**config.mk**
```make
export PLATFORM = sky130hd
export DESIGN_NAME = array_list_insert_delete_find_unit
export DESIGN_NICKNAME = d
export VERILOG_FILES = /design/src/hw/rtl/alist_pkg.sv /design/src/hw/rtl/array_list_insert_delete_find_unit.sv /design/src/hw/rtl/alist_dp.sv /design/src/hw/rtl/alist_ctrl.sv
export SDC_FILE = /design/constraint.sdc
export NUM_CORES = 1
export LEC_CHECK = 0
export BUFFER_PORTS_ARGS = -buffer_cell sky130_fd_sc_hd__buf_4
export CAP_MARGIN = 0
export CORE_AREA = 2 2 156 158
export CTS_BUF_LIST = sky130_fd_sc_hd__clkbuf_8
export DETAILED_ROUTE_END_ITERATION = 10
export DIE_AREA = 0 0 158 160
export PLACE_DENSITY = 0.81
export SLEW_MARGIN = 20
export SYNTH_ARGS = -nofsm -noshare
export SYNTH_HDL_FRONTEND = slang
export SYNTH_HIERARCHICAL = 1
export SYNTH_SLANG_ARGS = --single-unit
```
**constraint.sdc**
```tcl
create_clock -name clk -period 5.4 [get_ports clk]
set_clock_uncertainty 0.15 [all_clocks]
set_input_delay 0.27 -clock clk [delete_from_list [all_inputs] [get_ports clk]]
set_output_delay 0.27 -clock clk [all_outputs]
set_load 0.05 [all_outputs]
```
**src/hw/rtl/alist_pkg.sv**
```systemverilog
// alist_pkg: shared types and codes for the array list unit
// word formats, request and status codes, controller states, control/status bundles
// no dependencies
package alist_pkg;

    localparam logic [1:0] REQ_INSERT = 2'd0;
    localparam logic [1:0] REQ_DELETE = 2'd1;
    localparam logic [1:0] REQ_FIND   = 2'd2;

    localparam logic [1:0] ST_OK        = 2'd0;
    localparam logic [1:0] ST_FULL      = 2'd1;
    localparam logic [1:0] ST_ILLEGAL   = 2'd2;
    localparam logic [1:0] ST_NOT_FOUND = 2'd3;

    typedef struct packed {
        logic [1:0]         req_type;
        logic [7:0]         position;
        logic signed [31:0] value;
    } req_word_t;

    typedef struct packed {
        logic [1:0] status;
        logic [6:0] found_position;
        logic [7:0] length;
    } rsp_word_t;

    typedef enum logic [3:0] {
        S_IDLE,
        S_CHECK,
        S_UP,
        S_UP_DRAIN,
        S_WRITE_NEW,
        S_DOWN,
        S_DOWN_DRAIN,
        S_SCAN,
        S_SCAN_TAIL,
        S_RESP
    } state_t;

    typedef struct packed {
        logic       latch_req;
        logic       load_up;
        logic       load_down;
        logic       load_scan;
        logic       rd_en;
        logic       ptr_down;
        logic       shift_wr;
        logic       write_new;
        logic       count_inc;
        logic       count_dec;
        logic       set_status;
        logic [1:0] status_code;
        logic       set_found;
        logic       out_load;
    } ctrl_cmd_t;

    typedef struct packed {
        logic [1:0] kind;
        logic       full;
        logic       ins_illegal;
        logic       ins_append;
        logic       del_illegal;
        logic       del_tail;
        logic       list_empty;
        logic       up_last;
        logic       ptr_at_end;
        logic       hit;
        logic       out_free;
    } dp_stat_t;

endpackage

```
**src/hw/rtl/array_list_insert_delete_find_unit.sv**
```systemverilog
// Ordered list of up to CAPACITY signed 32-bit values in a single-port-write, registered-read
// entry memory. One request is worked at a time and each gives one response word. An insert
// shifts the entries from position to the tail up one slot before writing the new value, and
// a delete shifts the entries above position down one slot; an error, an append or a delete
// at the last entry skips the shift. A find scans from entry 0 until a hit or the last entry,
// and answers not found without a scan on an empty list. The memory moves or compares one entry
// per cycle, and the unit returns to idle before the next request is taken. A new request is
// taken once the previous one is in the output register, even while that response still
// waits to be taken. Reset empties the list; the memory itself needs no clearing.
module array_list_insert_delete_find_unit #(
    parameter int CAPACITY = 8
) (
    input  logic                 clk,
    input  logic                 rst_n,
    input  logic                 req_valid,
    output logic                 req_ready,
    input  alist_pkg::req_word_t req,
    output logic                 rsp_valid,
    input  logic                 rsp_ready,
    output alist_pkg::rsp_word_t rsp
);
    import alist_pkg::*;

    ctrl_cmd_t cmd;
    dp_stat_t  stat;

    alist_ctrl u_ctrl (
        .clk       (clk),
        .rst_n     (rst_n),
        .req_valid (req_valid),
        .req_ready (req_ready),
        .stat      (stat),
        .cmd       (cmd)
    );

    alist_dp #(
        .CAPACITY (CAPACITY)
    ) u_dp (
        .clk       (clk),
        .rst_n     (rst_n),
        .req       (req),
        .rsp       (rsp),
        .rsp_valid (rsp_valid),
        .rsp_ready (rsp_ready),
        .cmd       (cmd),
        .stat      (stat)
    );

endmodule

```
**src/hw/rtl/alist_dp.sv**
```systemverilog
// alist_dp: datapath of the array list unit
// entry memory, count, read pointer, one-deep read lag for shifts and scans, result register
// depends on alist_pkg
module alist_dp #(
    parameter int CAPACITY = 8
) (
    input  logic                  clk,
    input  logic                  rst_n,
    input  alist_pkg::req_word_t  req,
    output alist_pkg::rsp_word_t  rsp,
    output logic                  rsp_valid,
    input  logic                  rsp_ready,
    input  alist_pkg::ctrl_cmd_t  cmd,
    output alist_pkg::dp_stat_t   stat
);
    import alist_pkg::*;

    localparam int IW = $clog2(CAPACITY);
    localparam int CW = $clog2(CAPACITY + 1);

    logic [31:0]    entry_mem [CAPACITY];
    logic [31:0]    rd_data_reg;

    req_word_t      req_reg;
    logic [CW-1:0]  count_reg,    count_next;
    logic [IW-1:0]  ptr_reg,      ptr_next;
    logic           lag_valid_reg;
    logic [IW-1:0]  lag_addr_reg;
    logic [1:0]     res_status_reg, res_status_next;
    logic [IW-1:0]  res_found_reg,  res_found_next;
    logic           out_valid_reg,  out_valid_next;
    rsp_word_t      out_word_reg;

    logic [IW-1:0]  pos_idx;
    logic [IW-1:0]  last_idx;
    logic [8:0]     pos9;
    logic [8:0]     cnt9;
    logic           wr_en;
    logic [IW-1:0]  wr_addr;
    logic [31:0]    wr_data;

    assign pos_idx  = req_reg.position[IW-1:0];
    assign last_idx = IW'(count_reg - 1'b1);
    assign pos9     = {1'b0, req_reg.position};
    assign cnt9     = 9'(count_reg);

    always_comb
    begin
        stat.kind        = req_reg.req_type;
        stat.full        = (count_reg == CW'(CAPACITY));
        stat.ins_illegal = (pos9 > cnt9);
        stat.ins_append  = (pos9 == cnt9);
        stat.del_illegal = (pos9 >= cnt9);
        stat.del_tail    = ((pos9 + 9'd1) == cnt9);
        stat.list_empty  = (count_reg == '0);
        stat.up_last     = (ptr_reg == pos_idx);
        stat.ptr_at_end  = (ptr_reg == last_idx);
        stat.hit         = lag_valid_reg && (rd_data_reg == $unsigned(req_reg.value));
        stat.out_free    = !out_valid_reg || rsp_ready;
    end

    // shift writes land one slot above (insert) or below (delete) the entry read last cycle
    always_comb
    begin
        wr_en   = 1'b0;
        wr_addr = pos_idx;
        wr_data = $unsigned(req_reg.value);
        if (cmd.write_new)
        begin
            wr_en = 1'b1;
        end
        else if (cmd.shift_wr && lag_valid_reg)
        begin
            wr_en   = 1'b1;
            wr_data = rd_data_reg;
            if (req_reg.req_type == REQ_INSERT)
                wr_addr = lag_addr_reg + 1'b1;
            else
                wr_addr = lag_addr_reg - 1'b1;
        end
    end

    always_ff @(posedge clk)
    begin
        if (wr_en)
            entry_mem[wr_addr] <= wr_data;
        if (cmd.rd_en)
            rd_data_reg <= entry_mem[ptr_reg];
    end

    always_comb
    begin
        count_next = count_reg;
        if (cmd.count_inc)
            count_next = count_reg + 1'b1;
        else if (cmd.count_dec)
            count_next = count_reg - 1'b1;

        ptr_next = ptr_reg;
        if (cmd.load_up)
            ptr_next = last_idx;
        else if (cmd.load_down)
            ptr_next = pos_idx + 1'b1;
        else if (cmd.load_scan)
            ptr_next = '0;
        else if (cmd.rd_en)
            ptr_next = cmd.ptr_down ? ptr_reg - 1'b1 : ptr_reg + 1'b1;

        res_status_next = res_status_reg;
        res_found_next  = res_found_reg;
        if (cmd.latch_req)
        begin
            res_status_next = ST_OK;
            res_found_next  = '0;
        end
        else
        begin
            if (cmd.set_status)
                res_status_next = cmd.status_code;
            if (cmd.set_found)
                res_found_next = lag_addr_reg;
        end

        out_valid_next = out_valid_reg;
        if (cmd.out_load)
            out_valid_next = 1'b1;
        else if (rsp_ready)
            out_valid_next = 1'b0;
    end

    always_ff @(posedge clk or negedge rst_n)
    begin
        if (!rst_n)
        begin
            count_reg     <= '0;
            lag_valid_reg <= 1'b0;
            out_valid_reg <= 1'b0;
        end
        else
        begin
            count_reg     <= count_next;
            lag_valid_reg <= cmd.rd_en;
            out_valid_reg <= out_valid_next;
        end
    end

    always_ff @(posedge clk)
    begin
        if (cmd.latch_req)
            req_reg <= req;
        ptr_reg        <= ptr_next;
        lag_addr_reg   <= ptr_reg;
        res_status_reg <= res_status_next;
        res_found_reg  <= res_found_next;
        if (cmd.out_load)
        begin
            out_word_reg.status         <= res_status_reg;
            out_word_reg.found_position <= 7'(res_found_reg);
            out_word_reg.length         <= 8'(count_reg);
        end
    end

    assign rsp       = out_word_reg;
    assign rsp_valid = out_valid_reg;

`ifndef NO_ASSERTIONS
    a_count_bound: assert property (@(posedge clk) disable iff (!rst_n)
        count_reg <= CW'(CAPACITY))
        else $error("entry count above capacity");

    a_count_step: assert property (@(posedge clk) disable iff (!rst_n)
        ##1 (count_reg == $past(count_reg)) ||
            (count_reg == CW'($past(count_reg) + 1'b1)) ||
            (count_reg == CW'($past(count_reg) - 1'b1)))
        else $error("entry count moved by more than one");

    a_found_only_ok: assert property (@(posedge clk) disable iff (!rst_n)
        rsp_valid && (rsp.status != ST_OK) |-> rsp.found_position == 7'd0)
        else $error("nonzero found position on a failed request");
`endif

endmodule

```
**src/hw/rtl/alist_ctrl.sv**
```systemverilog
// alist_ctrl: sequencer of the array list unit
// steps each request through check, shift or scan and response; commands the datapath
// depends on alist_pkg
module alist_ctrl (
    input  logic                 clk,
    input  logic                 rst_n,
    input  logic                 req_valid,
    output logic                 req_ready,
    input  alist_pkg::dp_stat_t  stat,
    output alist_pkg::ctrl_cmd_t cmd
);
    import alist_pkg::*;

    state_t state_reg, state_next;

    always_ff @(posedge clk or negedge rst_n)
    begin
        if (!rst_n)
            state_reg <= S_IDLE;
        else
            state_reg <= state_next;
    end

    always_comb
    begin
        state_next = state_reg;
        cmd        = '0;
        req_ready  = 1'b0;

        unique case (state_reg)
            S_IDLE:
            begin
                req_ready = 1'b1;
                if (req_valid)
                begin
                    cmd.latch_req = 1'b1;
                    state_next    = S_CHECK;
                end
            end

            S_CHECK:
            begin
                state_next = S_RESP;
                unique case (stat.kind)
                    REQ_INSERT:
                    begin
                        if (stat.full)
                        begin
                            cmd.set_status  = 1'b1;
                            cmd.status_code = ST_FULL;
                        end
                        else if (stat.ins_illegal)
                        begin
                            cmd.set_status  = 1'b1;
                            cmd.status_code = ST_ILLEGAL;
                        end
                        else if (stat.ins_append)
                        begin
                            state_next = S_WRITE_NEW;
                        end
                        else
                        begin
                            cmd.load_up = 1'b1;
                            state_next  = S_UP;
                        end
                    end
                    REQ_DELETE:
                    begin
                        if (stat.del_illegal)
                        begin
                            cmd.set_status  = 1'b1;
                            cmd.status_code = ST_ILLEGAL;
                        end
                        else if (stat.del_tail)
                        begin
                            cmd.count_dec = 1'b1;
                        end
                        else
                        begin
                            cmd.load_down = 1'b1;
                            state_next    = S_DOWN;
                        end
                    end
                    REQ_FIND:
                    begin
                        if (stat.list_empty)
                        begin
                            cmd.set_status  = 1'b1;
                            cmd.status_code = ST_NOT_FOUND;
                        end
                        else
                        begin
                            cmd.load_scan = 1'b1;
                            state_next    = S_SCAN;
                        end
                    end
                    default:
                    begin
                        // unused request type answers ok with the current length
                    end
                endcase
            end

            S_UP:
            begin
                cmd.rd_en    = 1'b1;
                cmd.ptr_down = 1'b1;
                cmd.shift_wr = 1'b1;
                if (stat.up_last)
                    state_next = S_UP_DRAIN;
            end

            S_UP_DRAIN:
            begin
                cmd.shift_wr = 1'b1;
                state_next   = S_WRITE_NEW;
            end

            S_WRITE_NEW:
            begin
                cmd.write_new = 1'b1;
                cmd.count_inc = 1'b1;
                state_next    = S_RESP;
            end

            S_DOWN:
            begin
                cmd.rd_en    = 1'b1;
                cmd.shift_wr = 1'b1;
                if (stat.ptr_at_end)
                    state_next = S_DOWN_DRAIN;
            end

            S_DOWN_DRAIN:
            begin
                cmd.shift_wr  = 1'b1;
                cmd.count_dec = 1'b1;
                state_next    = S_RESP;
            end

            S_SCAN:
            begin
                // compare runs one entry behind the read
                cmd.rd_en = 1'b1;
                if (stat.hit)
                begin
                    cmd.set_found = 1'b1;
                    state_next    = S_RESP;
                end
                else if (stat.ptr_at_end)
                begin
                    state_next = S_SCAN_TAIL;
                end
            end

            S_SCAN_TAIL:
            begin
                if (stat.hit)
                begin
                    cmd.set_found = 1'b1;
                end
                else
                begin
                    cmd.set_status  = 1'b1;
                    cmd.status_code = ST_NOT_FOUND;
                end
                state_next = S_RESP;
            end

            S_RESP:
            begin
                if (stat.out_free)
                begin
                    cmd.out_load = 1'b1;
                    state_next   = S_IDLE;
                end
            end

            default:
            begin
                state_next = S_IDLE;
            end
        endcase
    end

`ifndef NO_ASSERTIONS
    a_accept_to_check: assert property (@(posedge clk) disable iff (!rst_n)
        req_valid && req_ready |=> state_reg == S_CHECK)
        else $error("accepted request did not enter check");
`endif

endmodule
```
* Word level (Yosys, flattened, before mapping) *
Memory sizes are Yosys's and may differ from the RTL's. A register that Yosys moved wholly into a read port is not among the register bits.
Index checks and enable logic that the tools add are counted.
Widths: inputs -> output; s select.

word-level totals
  output and inout bits = 19
  memories kept = 1
  register bits after elaboration = 72
  logic and storage cells = 126
  RAM bits = 256

memory list
  memory          depth  bits a word  rd ports  clocked after Yosys merged registers in  wr ports  RTL line        source
  u_dp.entry_mem  8      32           1         1                                        1         alist_dp.sv:21  logic [31:0] entry_mem [CAPACITY];

operators by class
  equality and inequality tests = 22
  muxes and demuxes = 64
  add/sub/neg operators = 8
  reductions and logical operators = 15
  $lt $le $gt $ge = 2

operators by type and width
  cell                 number
  $mux 32              2
  $mux 4               13
  $mux 3               15
  $eq 32x32->1         1
  $pmux 4 s8           1
  $mux 1               28
  $eq 4x3->1 const B   4
  $eq 4x4->1 const B   3
  $pmux 4 s3           1
  $add 3x1->3 const B  3
  $add 8x1->9 const B  1
  $eq 9x4->1           1
  $pmux 3 s3           1
  $eq 4x2->1 const B   2
  $eq 8x4->1           1
  $ge 8x4->1           1
  $gt 8x4->1           1
  $logic_not 4->1      2
  $ne 2x2->1 const B   4
  $eq 3x3->1           2
  $pmux 3 s2           1
  $reduce_or 3->1      2
  $sub 3x1->3 const B  2
  $reduce_and 5->1     1
  16 further kinds     18

* Longest topological paths before layout *
  word-level depth = 9
  mapped depth = 13

* Cells and area by module *
The synthesis kept the hierarchy.

by module, submodules not included
  module      times used  sequential area each (um^2)  area an instance (um^2)  cells an instance
  alist_dp    1           10580.1                      14111.0                  813
  alist_ctrl  1           100.1                        705.7                    90

* Worst setup path after synthesis *
OpenSTA, ideal clock, no wires.

  kind = register to register
  start point = reg u_ctrl.state_reg[3]
  end point = reg u_dp.req_reg, in the netlist u_dp/pos9[0], enable pin
  clock period less this slack = 4.033 ns
  buffers on the path = 1
  data arrival time = 3.476 ns
  setup slack = 1.367 ns
  data required time = 4.843 ns
  cell stages (with the launch flop) = 4
  library setup time = 0.407 ns
  cells stage by stage = dfrtp_1 buf_2 nor4_1 and2_1

RTL lines
  element                 RTL line          source
  from (decl)             alist_ctrl.sv:14  state_t state_reg, state_next;
  from (signal assigned)  alist_ctrl.sv:21  state_reg <= state_next;
  to (signal assigned)    alist_dp.sv:150   req_reg <= req;
  to (decl)               alist_dp.sv:24    req_word_t req_reg;

* Final worst setup path *
  start point = reg u_ctrl.state_reg[3]
  end point = mem u_dp.entry_mem[6][16], enable pin

on the way
  word-level cells in the longest chain between the ends = 8
  elaborated cells between the ends (all ways) = 15
  those cells by class = eq/ne (5); mux (8); reduce/logical (2)

RTL lines
  element                                   RTL line          source
  $eq 4x2->1 or $eq 4x3->1 (tied branches)  alist_ctrl.sv:30  unique case (state_reg)
  $reduce_or 4->1 (no line)                 n/a
  $mux 1                                    alist_ctrl.sv:30
  $logic_and 1x1->1                         alist_dp.sv:72    else if (cmd.shift_wr && lag_valid_reg)
  $mux 1                                    alist_dp.sv:72
  $mux 1                                    alist_dp.sv:68    if (cmd.write_new)
  $mux 1                                    alist_dp.sv:85    if (wr_en)
  $mux 1 (not written as such)              alist_dp.sv:86    entry_mem[wr_addr] <= wr_data;
  to (decl)                                 alist_dp.sv:21

Several ways; a longest one is shown, not always the timed one.

==> results.cfg <==
[sta]
setup_viol = 0
fin_tns_setup_ps = 0
fin_crit_sh_pct = 71.1
fmax_mhz = 260
fin_crit_ps = 3840
final.setup.worst_slack_ps = 1560
slew_headroom_pct = 25.5
hold_violations = 0
worst_pin_slew_ps = 1120
drv_slew = 0
rsz0062_at_grt = no

[clocking]
ctsHoldBuffers = 45
cts_resized = 0
cts_buffers = 54
clk_pin_slew_ps = 60
cts_setup_buffers = 0
clk_latency_ps = 570
cts-root-buf = clkbuf_8
cts_htree_levels = 2
cts.sinks = 360
clockBufferDepth = 3
cts_tree = yes

[drt]
drc = 0
drt_first_pass_iters = 5
viasPerCell = 5.93
wl_per_cell_um = 21.9
vias = 8276
drtIter0Drc = 829
wl_um = 30600
ant_nets = 0

[setup_path]
critPathSlowestCell = dfrtp_1
cp_num_buf_inv = 1
critical_path_class = register to register
cp-end-kind = register
arrival_ps = 3920
critPathRequiredTime_ps = 5480
critPathTopFamily = simple AND/OR/NAND/NOR gates
slowest_delay_ps = 660
crit_path_start_kind = register
cp_max_fo = 20
crit_chain = nor2b_1 -> and2_1 -> nand3b_1 -> o32ai_1 -> nor2b_4 -> buf_4

[finish]
final_cell_mix = 342 x edfxtp_1, 207 x nand2_1, 70 x buf_4, 64 x mux4_2, 55 x clkbuf_8
syn2layout_area_growth_pct = 14.6
nNetsFinal = 1093
final_common_cell = edfxtp_1
drive_above_1_share_pct = 21.0
stdcell_area_sq_um = 17000
antenna_cells = 0
largest_reg_flops = 256

[place]
port-buffer-count = 56
hpwl_um = 18500
gp_congestion = 0.776
place_area_sq_um = 15600
dp_slack_ps = 1360

[synth]
ys_seq_elements = 360
async_reset_ff_share_pct = 2.78
synth_flop_cell = edfxtp_1
netlist_area_sq_um = 14800
ys_types = 64
yosysWarnings = 6
yosysSeqAreaShare_pct = 72.1
synth_edf_count = 342
postSynthAreaPerCell_sq_um = 16.4
synth_cells = 903

[grt]
grt_first_pass_wirelength_um = 47300
grt_max_degree = 48
grt_usage_pct = 25.1
antenna_found_initial = 0
grt_overflow = 0
grt_pass1_vias = 8674

[power_and_ir_drop]
powerDensity_nw_per_um2 = 454
vdd_drop_max_mv = 0.265
p_leak_nw = 6.03
total_power_mw = 7.71

[die]
dieArea_sq_um = 25300
core-area_sq_um = 23800
fp.dieW_um = 158
boundaryPins = 65
initial_core_util_pct = 62.2
die_y_um = 160
rows = 57

[worst_hold_path]
hold_path.class = input pin to register

[run]
maxCapViolCount = 0

[run_status]
status = complete, no violations
area by class of cell:
type                            count  area (sq um)
Sequential cell                   360         10700
Fill cell                        1465          6840
Multi-Input combinational cell    488          3920
Timing Repair Buffer              116           996
Clock buffer                       55           757
Tap cell                          324           405
Clock inverter                     39           171
Inverter                           14          52.6
final timing paths:
kind	start	end	slack [ps]	depth (start not counted)
setup / recovery	u_ctrl/state_reg[3]$_DFFE_PN0P_	u_dp/entry_mem[6][16]$_DFFE_PP_	1560	6
hold / removal	req_valid	u_ctrl/state_reg[2]$_DFFE_PN0P_	160	5
setup reg to reg	u_ctrl/state_reg[3]$_DFFE_PN0P_	u_dp/entry_mem[6][16]$_DFFE_PP_	1560	6
hold reg to reg	u_dp/res_status_reg[1]$_SDFFE_PP0P_	u_dp/rsp[16]$_DFFE_PP_	280	0
max in group asynchronous	rst_n	u_dp/rsp_valid$_DFFE_PN0P_	4110	3
min in group asynchronous	rst_n	u_dp/count_reg[3]$_DFFE_PN0P_	630	3
cell usage after synthesis (10+ instances only):
library cell,number,share of area (%)
buf_4,15,0.76
xor2_1,42,2.5
nor2_1,25,0.63
dfrtp_1,10,1.7
ha_1,11,0.93
edfxtp_1,342,69
nor3_1,10,0.34
nand2_1,207,5.2
mux4_2,64,9.7
clkbuf_1,17,0.43
inv_1,13,0.33
report_power, final:
part           internal, mW  leakage (nW)  switching, mW  total [mW]
logic                 0.782          2.20           1.22        2.00
registers              3.55          3.29          0.234        3.78
clock network         0.945         0.537          0.983        1.93
total                  5.28          6.03           2.43        7.71
stage by stage:
step,hold WS (ps),std cells,utilization [%]
floorplan,-176,910,-
global placement,-42.2,1256,65.4
detailed placement,-34.7,1257,65.5
CTS,139,1396,71.3
global route,163,1396,71.3
finish,164,1396,71.3
logic make-up after synthesis:
logic type	after synthesis	synth area share [%]
simple gates	298	8.83
xor+xnor	51	3.01
buf+inv	62	2.13
other cells	1	0.0253
mux	74	10.4
compound gates	44	2.31
flops	360	72.1
fa+ha+maj	13	1.20
metal layers:
metal  up-vias  routed length [um]  track usage (%)
li1       3664                   -                -
met1      4099               11700             33.9
met2       431               15300             40.9
met3        82                2580             4.78
met4         0                 997             9.79
met5         -                   0                0
worst register-to-register path, stage by stage (launching register included):
cell	delay, ps
dfrtp_1	660
nor2b_1	180
and2_1	310
nand3b_1	660
o32ai_1	560
nor2b_4	520
buf_4	440
No activity file was read; power rests on OpenSTA's default activity.
